File: config.mk
export PLATFORM = sky130hd
export DESIGN_NAME = trimmed_mean_drop_extremes_core
export DESIGN_NICKNAME = d
export VERILOG_FILES = /design/src/sv/tmde_pkg.sv /design/src/sv/tmde_front.sv /design/src/sv/tmde_queue.sv /design/src/sv/tmde_back.sv /design/src/sv/trimmed_mean_drop_extremes_core.sv
export SDC_FILE = /design/constraint.sdc
export NUM_CORES = 1
export LEC_CHECK = 0
export BUFFER_PORTS_ARGS = -buffer_cell sky130_fd_sc_hd__buf_2
export CORE_MARGIN = 10
export CORE_UTILIZATION = 60
export DETAILED_ROUTE_END_ITERATION = 12
export MAX_ROUTING_LAYER = met4
export PLACE_DENSITY = 0.75
export SYNTH_ARGS = -nofsm -noshare
export SYNTH_HDL_FRONTEND = slang
export SYNTH_SLANG_ARGS = --single-unit
File: constraint.sdc
create_clock -name clock -period 17.78 [get_ports clock]
set_clock_uncertainty 0.15 [all_clocks]
set_input_delay 2.667 -clock clock [delete_from_list [all_inputs] [get_ports clock]]
set_output_delay 2.667 -clock clock [all_outputs]
set_load 0.01 [all_outputs]
File: src/sv/tmde_pkg.sv
package tmde_pkg;

   // Field and accumulator widths
   localparam int SAMPLE_W = 32;
   localparam int SUM_W    = 48;
   localparam int COUNT_W  = 16;
   localparam int STATUS_W = 2;

   // Largest group the counter follows before it saturates
   localparam int MAX_COUNT = 65535;

   // Smallest group that still has something left after trimming
   localparam int MIN_GROUP = 3;
   localparam int TRIM_DROP = 2;

   // Divider: one quotient bit per cycle over the whole dividend
   localparam int DIV_STEPS = SUM_W;
   localparam int STEP_W    = $clog2(DIV_STEPS);

   // Queue between the front and the back
   localparam int QUEUE_DEPTH = 2;
   localparam int QPTR_W      = $clog2(QUEUE_DEPTH);

   // Result status codes
   localparam logic [STATUS_W-1:0] STATUS_OK       = 2'd0;
   localparam logic [STATUS_W-1:0] STATUS_SHORT    = 2'd1;
   localparam logic [STATUS_W-1:0] STATUS_OVERFLOW = 2'd2;

   // One finished group, handed from the front to the back
   typedef struct packed {
      logic signed [SUM_W-1:0]    sum;
      logic signed [SAMPLE_W-1:0] max;
      logic signed [SAMPLE_W-1:0] min;
      logic [COUNT_W-1:0]         divisor;
      logic [STATUS_W-1:0]        status;
   } job_type;

   // Back end sequencer
   typedef enum logic [2:0] {
      BK_IDLE,
      BK_PREP,
      BK_ABS,
      BK_DIV,
      BK_FIN
   } back_state_type;

endpackage

File: src/sv/tmde_front.sv
module tmde_front
   import tmde_pkg::*;
(
   input  logic                       clock,
   input  logic                       reset,
   input  logic                       req_valid,
   output logic                       req_ready,
   input  logic signed [SAMPLE_W-1:0] req_sample,
   input  logic                       req_last,
   input  logic                       q_full,
   output logic                       q_push,
   output job_type                    q_job
);

   logic signed [SAMPLE_W-1:0] max_ff, max_in;
   logic signed [SAMPLE_W-1:0] min_ff, min_in;
   logic signed [SUM_W-1:0]    sum_ff, sum_in;
   logic [COUNT_W-1:0]         count_ff, count_in;
   logic                       ovf_ff, ovf_in;
   logic                       accept;
   logic                       first;

   // Stall only while the queue has no room for a finished group
   assign req_ready = ~q_full;
   assign accept    = req_valid & req_ready;
   assign first     = (count_ff == '0) & ~ovf_ff;

   // Running extremes, sum and count including the current beat
   always_comb begin
      max_in   = max_ff;
      min_in   = min_ff;
      sum_in   = sum_ff;
      count_in = count_ff;
      ovf_in   = ovf_ff;
      if (first) begin
         max_in = req_sample;
         min_in = req_sample;
      end else begin
         if (req_sample > max_ff) max_in = req_sample;
         if (req_sample < min_ff) min_in = req_sample;
      end
      if (count_ff == COUNT_W'(MAX_COUNT)) begin
         ovf_in = 1'b1;
      end else begin
         sum_in   = sum_ff + SUM_W'(req_sample);
         count_in = count_ff + COUNT_W'(1);
      end
   end

   // Group summary for the back end
   always_comb begin
      q_job.sum     = sum_in;
      q_job.max     = max_in;
      q_job.min     = min_in;
      q_job.divisor = count_in - COUNT_W'(TRIM_DROP);
      priority if (ovf_in) begin
         q_job.status = STATUS_OVERFLOW;
      end else if (count_in < COUNT_W'(MIN_GROUP)) begin
         q_job.status = STATUS_SHORT;
      end else begin
         q_job.status = STATUS_OK;
      end
   end

   assign q_push = accept & req_last;

   // Accumulators clear after the marked beat
   always_ff @(posedge clock) begin
      if (reset) begin
         max_ff   <= '0;
         min_ff   <= '0;
         sum_ff   <= '0;
         count_ff <= '0;
         ovf_ff   <= 1'b0;
      end else if (accept) begin
         if (req_last) begin
            max_ff   <= '0;
            min_ff   <= '0;
            sum_ff   <= '0;
            count_ff <= '0;
            ovf_ff   <= 1'b0;
         end else begin
            max_ff   <= max_in;
            min_ff   <= min_in;
            sum_ff   <= sum_in;
            count_ff <= count_in;
            ovf_ff   <= ovf_in;
         end
      end
   end

endmodule

File: src/sv/tmde_queue.sv
module tmde_queue
   import tmde_pkg::*;
(
   input  logic    clock,
   input  logic    reset,
   input  logic    push,
   output logic    full,
   input  job_type wr_job,
   input  logic    pop,
   output logic    empty,
   output job_type rd_job
);

   job_type             slot_ff [QUEUE_DEPTH];
   logic [QPTR_W-1:0]   wptr_ff;
   logic [QPTR_W-1:0]   rptr_ff;
   logic [QPTR_W:0]     fill_ff;
   logic                do_push;
   logic                do_pop;

   assign full    = (fill_ff == (QPTR_W+1)'(QUEUE_DEPTH));
   assign empty   = (fill_ff == '0);
   assign do_push = push & ~full;
   assign do_pop  = pop & ~empty;
   assign rd_job  = slot_ff[rptr_ff];

   // Storage
   always_ff @(posedge clock) begin
      if (do_push) slot_ff[wptr_ff] <= wr_job;
   end

   // Pointers and fill level
   always_ff @(posedge clock) begin
      if (reset) begin
         wptr_ff <= '0;
         rptr_ff <= '0;
         fill_ff <= '0;
      end else begin
         if (do_push) wptr_ff <= wptr_ff + QPTR_W'(1);
         if (do_pop)  rptr_ff <= rptr_ff + QPTR_W'(1);
         if (do_push & ~do_pop)      fill_ff <= fill_ff + (QPTR_W+1)'(1);
         else if (do_pop & ~do_push) fill_ff <= fill_ff - (QPTR_W+1)'(1);
      end
   end

endmodule

File: src/sv/tmde_back.sv
module tmde_back
   import tmde_pkg::*;
(
   input  logic                       clock,
   input  logic                       reset,
   input  logic                       q_empty,
   input  job_type                    q_job,
   output logic                       q_pop,
   output logic                       rsp_valid,
   input  logic                       rsp_ready,
   output logic signed [SAMPLE_W-1:0] rsp_mean,
   output logic [STATUS_W-1:0]        rsp_status
);

   back_state_type             state_ff, state_in;
   job_type                    job_ff;
   logic signed [SUM_W-1:0]    trim_ff;
   logic                       neg_ff;
   logic [SUM_W-1:0]           quo_ff;
   logic [COUNT_W:0]           rem_ff;
   logic [STEP_W-1:0]          step_ff;
   logic                       valid_ff;
   logic signed [SAMPLE_W-1:0] mean_ff;
   logic [STATUS_W-1:0]        status_ff;
   logic                       out_free;
   logic [COUNT_W:0]           rem_shift;
   logic                       take;
   logic [SUM_W-1:0]           quo_signed;

   assign out_free   = ~valid_ff | rsp_ready;
   assign rem_shift  = {rem_ff[COUNT_W-1:0], quo_ff[SUM_W-1]};
   assign take       = (rem_shift >= {1'b0, job_ff.divisor});
   assign quo_signed = neg_ff ? (~quo_ff + SUM_W'(1)) : quo_ff;

   // Sequencer
   always_comb begin
      state_in = state_ff;
      q_pop    = 1'b0;
      unique case (state_ff)
         BK_IDLE: begin
            if (~q_empty) begin
               q_pop    = 1'b1;
               state_in = (q_job.status == STATUS_OK) ? BK_PREP : BK_FIN;
            end
         end
         BK_PREP: state_in = BK_ABS;
         BK_ABS:  state_in = BK_DIV;
         BK_DIV: begin
            if (step_ff == STEP_W'(DIV_STEPS - 1)) state_in = BK_FIN;
         end
         BK_FIN: begin
            if (out_free) state_in = BK_IDLE;
         end
         default: state_in = BK_IDLE;
      endcase
   end

   always_ff @(posedge clock) begin
      if (reset) state_ff <= BK_IDLE;
      else       state_ff <= state_in;
   end

   // Datapath: trim, take magnitude, restoring divide one bit a cycle
   always_ff @(posedge clock) begin
      unique case (state_ff)
         BK_IDLE: begin
            if (~q_empty) job_ff <= q_job;
         end
         BK_PREP: begin
            trim_ff <= job_ff.sum - SUM_W'(job_ff.max) - SUM_W'(job_ff.min);
         end
         BK_ABS: begin
            neg_ff  <= trim_ff[SUM_W-1];
            quo_ff  <= trim_ff[SUM_W-1] ? (~trim_ff + SUM_W'(1)) : trim_ff;
            rem_ff  <= '0;
            step_ff <= '0;
         end
         BK_DIV: begin
            rem_ff  <= take ? (rem_shift - {1'b0, job_ff.divisor}) : rem_shift;
            quo_ff  <= {quo_ff[SUM_W-2:0], take};
            step_ff <= step_ff + STEP_W'(1);
         end
         BK_FIN: ;
         default: ;
      endcase
   end

   // Output register
   always_ff @(posedge clock) begin
      if (reset) begin
         valid_ff <= 1'b0;
      end else if (state_ff == BK_FIN && out_free) begin
         valid_ff <= 1'b1;
      end else if (rsp_ready) begin
         valid_ff <= 1'b0;
      end
   end

   always_ff @(posedge clock) begin
      if (state_ff == BK_FIN && out_free) begin
         status_ff <= job_ff.status;
         mean_ff   <= (job_ff.status == STATUS_OK) ? quo_signed[SAMPLE_W-1:0] : '0;
      end
   end

   assign rsp_valid  = valid_ff;
   assign rsp_mean   = mean_ff;
   assign rsp_status = status_ff;

endmodule

File: src/sv/trimmed_mean_drop_extremes_core.sv
// Path: a full group's result goes from its marked beat through the queue, back-end pop, trim,
// magnitude, 48 one-bit divide steps and the output register; short or overlong groups skip trim to divide.
// Throughput: one sample per cycle while the queue has room; the back end takes one group at a
// time, so groups closing faster than it finishes them fill the 2-deep queue and stall the input.
// Reset: synchronous, active high; clears accumulators, queue and result valid.
module trimmed_mean_drop_extremes_core
   import tmde_pkg::*;
(
   input  logic                       clock,
   input  logic                       reset,
   input  logic                       req_valid,
   output logic                       req_ready,
   input  logic signed [SAMPLE_W-1:0] req_sample,
   input  logic                       req_last,
   output logic                       rsp_valid,
   input  logic                       rsp_ready,
   output logic signed [SAMPLE_W-1:0] rsp_mean,
   output logic [STATUS_W-1:0]        rsp_status
);

   logic    q_push;
   logic    q_full;
   job_type push_job;
   job_type pop_job;
   logic    q_empty;
   logic    q_pop;

   // Accumulate samples and close groups
   tmde_front u_front (
      .clock      (clock),
      .reset      (reset),
      .req_valid  (req_valid),
      .req_ready  (req_ready),
      .req_sample (req_sample),
      .req_last   (req_last),
      .q_full     (q_full),
      .q_push     (q_push),
      .q_job      (push_job)
   );

   // Finished groups waiting for the divider
   tmde_queue u_queue (
      .clock  (clock),
      .reset  (reset),
      .push   (q_push),
      .full   (q_full),
      .wr_job (push_job),
      .pop    (q_pop),
      .empty  (q_empty),
      .rd_job (pop_job)
   );

   // Trim, divide and deliver
   tmde_back u_back (
      .clock      (clock),
      .reset      (reset),
      .q_empty    (q_empty),
      .q_job      (pop_job),
      .q_pop      (q_pop),
      .rsp_valid  (rsp_valid),
      .rsp_ready  (rsp_ready),
      .rsp_mean   (rsp_mean),
      .rsp_status (rsp_status)
   );

endmodule
---- After elaboration in Yosys (flattened, before gate mapping) ----
Memories as Yosys holds them, arrays and structs flattened. A register that Yosys moved wholly into a read port is not among the register bits.
Cells that the tools add are included.
word-level totals
  output and inout port bits .............. 36
  logic and storage cells ................. 112
  flip-flop bits (word level) ............. 420
  memories ................................ 1
  RAM bits ................................ 260
  input bits .............................. 37
memories
  name             words  bits a word  read ports  clocked after memory_dff  write ports  RTL line          RTL
  u_queue.slot_ff  2      130          1           1                         1            tmde_queue.sv:14  job_type slot_ff [QUEUE_DEPTH];
operators by class
  $add $sub $neg .......................... 13
  reduce and logical (&&, ||, !) cells .... 11
  bitwise gates (word level) .............. 16
  eq/ne operators ......................... 10
  magnitude comparators ................... 4
  multiplexer cells ....................... 35
operator list
  operator               number
  $mux 32                7
  $mux 48                3
  $pmux 48 s2            1
  $sub 48x32->48         2
  $add 48x2->48 const B  1
  $add 48x32->48         1
  $mux 16                3
  $not 48->48            1
  $add 32x1->32 const B  1
  $gt 32x32->1           1
  $lt 32x32->1           1
  $not 32->32            1
  $pmux 16 s2            1
  $ge 17x16->1           1
  $add 16x1->16 const B  1
  $eq 16x16->1 const B   1
  $logic_not 16->1       1
  $lt 16x2->1 const B    1
  $sub 16x16->16         1
  $sub 16x2->16 const B  1
  $pmux 3 s5             1
  $mux 3                 4
  $pmux 6 s2             1
  $mux 1                 11
  other kinds (21)       41

---- Depth between registers and ports, before layout ----
  depth after elaboration ................. 9
  gate-level depth with buffers ........... 16

---- Cells and area by module ----
Synthesis repeated with hierarchy kept, for this count alone.
unflattened totals
  cell total of the unflattened synthesis .. 3,253
  area total of the unflattened synthesis .. 36,635.1 um^2
by module, submodules not included
  module      cells each  times used  area each (um^2)  sequential area each (um^2)
  tmde_back   1,369       1           15,936.5          8,578.2
  tmde_front  1,455       1           11,074.4          2,582.5
  tmde_queue  429         1           9,624.2           7,907.6

---- Worst setup path before layout ----
No wires, ideal clock.
  path kind ............................... input -> register
  from .................................... input port req_valid
  to ...................................... memory u_queue.slot_ff[0][0] (netlist name), enable pin
  arrival ................................. 8,629 ps
  cell stages on the path ................. 4
  setup slack ............................. 8,380 ps
  setup time .............................. 621 ps
  path buffers ............................ 1
  cells stage by stage .................... and2_1 clkbuf_1 nand2_1 nor2_1
between the ends
  word-level cells in the longest chain between the ends .. 5
ends and longest elaborated chain
  element                       RTL line                               RTL
  start, declared               trimmed_mean_drop_extremes_core.sv:11  input logic req_valid,
  $and 1x1->1                   tmde_front.sv:25                       assign accept = req_valid & req_ready;
  $and 1x1->1                   tmde_front.sv:65                       assign q_push = accept & req_last;
  $and 1x1->1                   tmde_queue.sv:23                       assign do_push = push & ~full;
  $mux 1                        tmde_queue.sv:29                       if (do_push) slot_ff[wptr_ff] <= wr_job;
  $mux 1 (not written as such)  tmde_queue.sv:29
  end, declared                 tmde_queue.sv:14
No other way between the ends.

==> results.yml <==
cells_and_area:
  fill_cells: 4334
  nets: 3381
  ff_latch_area_sq_um: 19100
  finalInstanceArea_sq_um: 39300
  area_growth_pct: 9.62
  multi_input_comb_area_sq_um: 15600
  final_cells: 3946
  drive_above_1_share: 0.134
  final_core_util: 0.665
setup_path:
  cp_max_fo: 7
  cp-startpoint: "req_sample[4]"
  arrival_ns: 6.42
  startpoint_type: "input port"
  criticalPathCategory: "input port to flop"
  regToRegSetupSlack_ns: 12.89
  cp-end-kind: "flop"
  required_ns: 17.98
  r2r-start: "u_back.job_ff[18]"
die:
  pin_count: 73
  placementRows: 89
  start_util: 0.607
  fp.dieW_um: 264
  coreArea_sq_um: 59000
  dieArea_sq_um: 69900
  die_h_um: 264
route:
  dr.first_iter.drc_count: 2262
  firstDrtPassIters: 5
  via_per_inst: 6.09
  wl_per_cell_um: 20.7
  drt_wl_total_um: 81700
  post-route-drc-count: 0
  antenna_left: 0
  vias: 24000
cts:
  clkLatencyLatePin_ns: 0.61
  clk_pin_slew_ns: 0.06
  cts_resized: 0
  cts_setup_buffers: 0
  htree_num_levels: 3
  cts_buffer_depth: 3
  cts_hold_buf: 0
  cts_buffers: 72
  cts_tree: "built"
  cts_sinks: 681
  cts_root_buffer: "clkbuf_16"
power:
  leakagePower_nw: 14.8
  vdd_drop_max_v: 0.000112
  total_power_mw: 7.02
  power-per-cell-area_nw_per_um2: 179
place:
  port_buffers: 72
  dp.cells: 3811
  gp_congestion: 0.953
  place_area_sq_um: 36800
  hpwlAfterDp_um: 57100
yosys:
  ys_seq_elements: 681
  synth_common_cells: "edfxtp_1 (543), o21ai_0 (224), nand2_1 (219), nor2_1 (195), ha_1 (183)"
  yosys_warnings: 0
  synth_flop_cell: "edfxtp_1"
  syn_nets: 3349
  synth.yosys.seq_area_share: 0.532
  async_flop_share: 0
  synth_top_area_share: 0.455
  syn_area_per_cell_sq_um: 11.6
  synth_cell_types: 90
  syn_inst: 3080
  yosys.area.top_type: "edfxtp_1"
  synth_area_sq_um: 35800
  synth_area_leaders: "edfxtp_1 (46%), dfxtp_1 (7.7%), ha_1 (6.4%), mux2_2 (5.1%), xor2_1 (3.3%)"
  synth_edf_count: 543
  synth_most_common_cell: "edfxtp_1"
timing:
  fmax_mhz: 161
  hold_violations: 0
  finalSetupViolCount: 0
  rsz0062_at_grt: "false"
  worstMarginPinSlew_ns: 1.34
  relSlewSlack: 0.107
  post-route-period-util: 0.349
  setup_tns_ns: 0
  slew_violations: 0
  period_minus_slack_ns: 6.21
grt:
  grt_pass1_vias: 23400
  grt_pass1_wl_um: 129000
  grt_start_max_net_pins: 96
  antenna_found_initial: 1
  overflow: 0
  gr-usage-all-layers: 0.236
hold_path:
  min_path_type: "flop to flop"
  holdCritStartpoint: "u_back.job_ff[1]"
run:
  maxCapViolCount: 0
outcome:
  status: "complete, no violations"
==> area by class of cell <==
cell class | count | area share
Inverter | 180 | 0.0173
Antenna cell | 1 | 0.0000637
Tap cell | 773 | 0.0246
Sequential cell | 681 | 0.486
Multi-Input combinational cell | 2082 | 0.397
Timing Repair Buffer | 95 | 0.0136
Clock buffer | 92 | 0.0501
Clock inverter | 42 | 0.0121
==> critical path, cell delays in order <==
cell and delay (ns):
buf_2 0.15, ha_1 0.35, nand2_1 0.10, o31ai_1 0.83, a311o_1 0.32, a41o_1 0.29
o2111ai_1 0.24, a21oi_1 0.36, o31ai_1 0.21, o21ai_1 0.46, nor4bb_1 0.34, nor3_1 0.09
==> registers in the layout, indices dropped and copies added (netlist names), named ones only <==
signal / count
u_back.rem_ff: 16
u_queue.slot_ff: 260
u_back.job_ff: 130
u_back.rsp_valid: 1
u_queue.wptr_ff: 1
u_front.count_ff: 16
u_back.neg_ff: 1
u_back.trim_ff: 48
u_back.step_ff: 6
u_back.quo_ff: 48
u_front.ovf_ff: 1
u_queue.rptr_ff: 1
u_back.rsp_status: 2
u_front.max_ff: 32
u_back.state_ff: 3
u_queue.fill_ff: 2
u_front.sum_ff: 48
u_front.min_ff: 32
u_back.rsp_mean: 32
==> stage by stage <==
stage          worst slack, ns  hold slack (ns)
2_1_floorplan             8.38            0.267
3_3_place_gp             11.10            0.288
3_5_place_dp             11.02            0.281
4_1_cts                  11.65            0.294
5_1_grt                  11.24            0.308
6_report                 11.57            0.296
==> cell families (layout without fill, tap and decap cells) <==
| family | Yosys count | after routing | synth area share |
|---|---|---|---|
| muxes | 182 | 182 | 0.0565 |
| AOI/OAI and AO/OA | 739 | 739 | 0.135 |
| xor gates and xnor gates | 213 | 213 | 0.0523 |
| buffers and inverters | 317 | 409 | 0.0352 |
| DFF | 681 | 681 | 0.532 |
| adders and majority gates | 232 | 232 | 0.0913 |
| and+or+nand+nor | 716 | 716 | 0.0976 |
| other | 0 | 1 | 0 |
==> routing by layer <==
layer / vias up / track usage / part of all wire
li1: 11400 / - / -
met1: 11700 / 0.334 / 0.47
met2: 763 / 0.350 / 0.45
met3: 106 / 0.0374 / 0.069
met4: 0 / 0.0641 / 0.018
met5: - / - / 0
==> power by group <==
part	switching, mW	internal, mW
clock network	0.635	0.899
registers	0.156	2.28
logic	1.80	1.26
total	2.59	4.44
==> cells in the final DEF, fill, tap and decap left out, types with 26 or more instances in the layout <==
master,Yosys,layout
a21oi_1,154,153
xnor2_1,76,76
nand2_1,219,219
buf_2,13,72
mux2_2,163,163
nor3_1,31,30
clkbuf_16,0,74
dfxtp_1,138,137
a32o_1,33,33
o21ai_0,224,224
nand3_1,65,65
inv_1,180,179
edfxtp_1,543,543
xor2_1,136,136
a21o_1,92,92
a22oi_1,27,27
nand4_1,34,34
o31ai_1,34,34
a22o_1,32,32
fa_1,49,49
nand2b_1,26,26
nor2_1,195,192
ha_1,183,183
==> path summary, 6_finish.rpt <==
path | endpoint | cells past startpoint
worst min register to register | u_back.rsp_status[1] | 0
worst min-delay path | u_back.rsp_status[1] | 0
worst max register to register | u_back.trim_ff[40] | 16
worst max-delay path | u_queue.slot_ff[0][127] | 12
No activity file was read; power rests on OpenSTA's default activity.
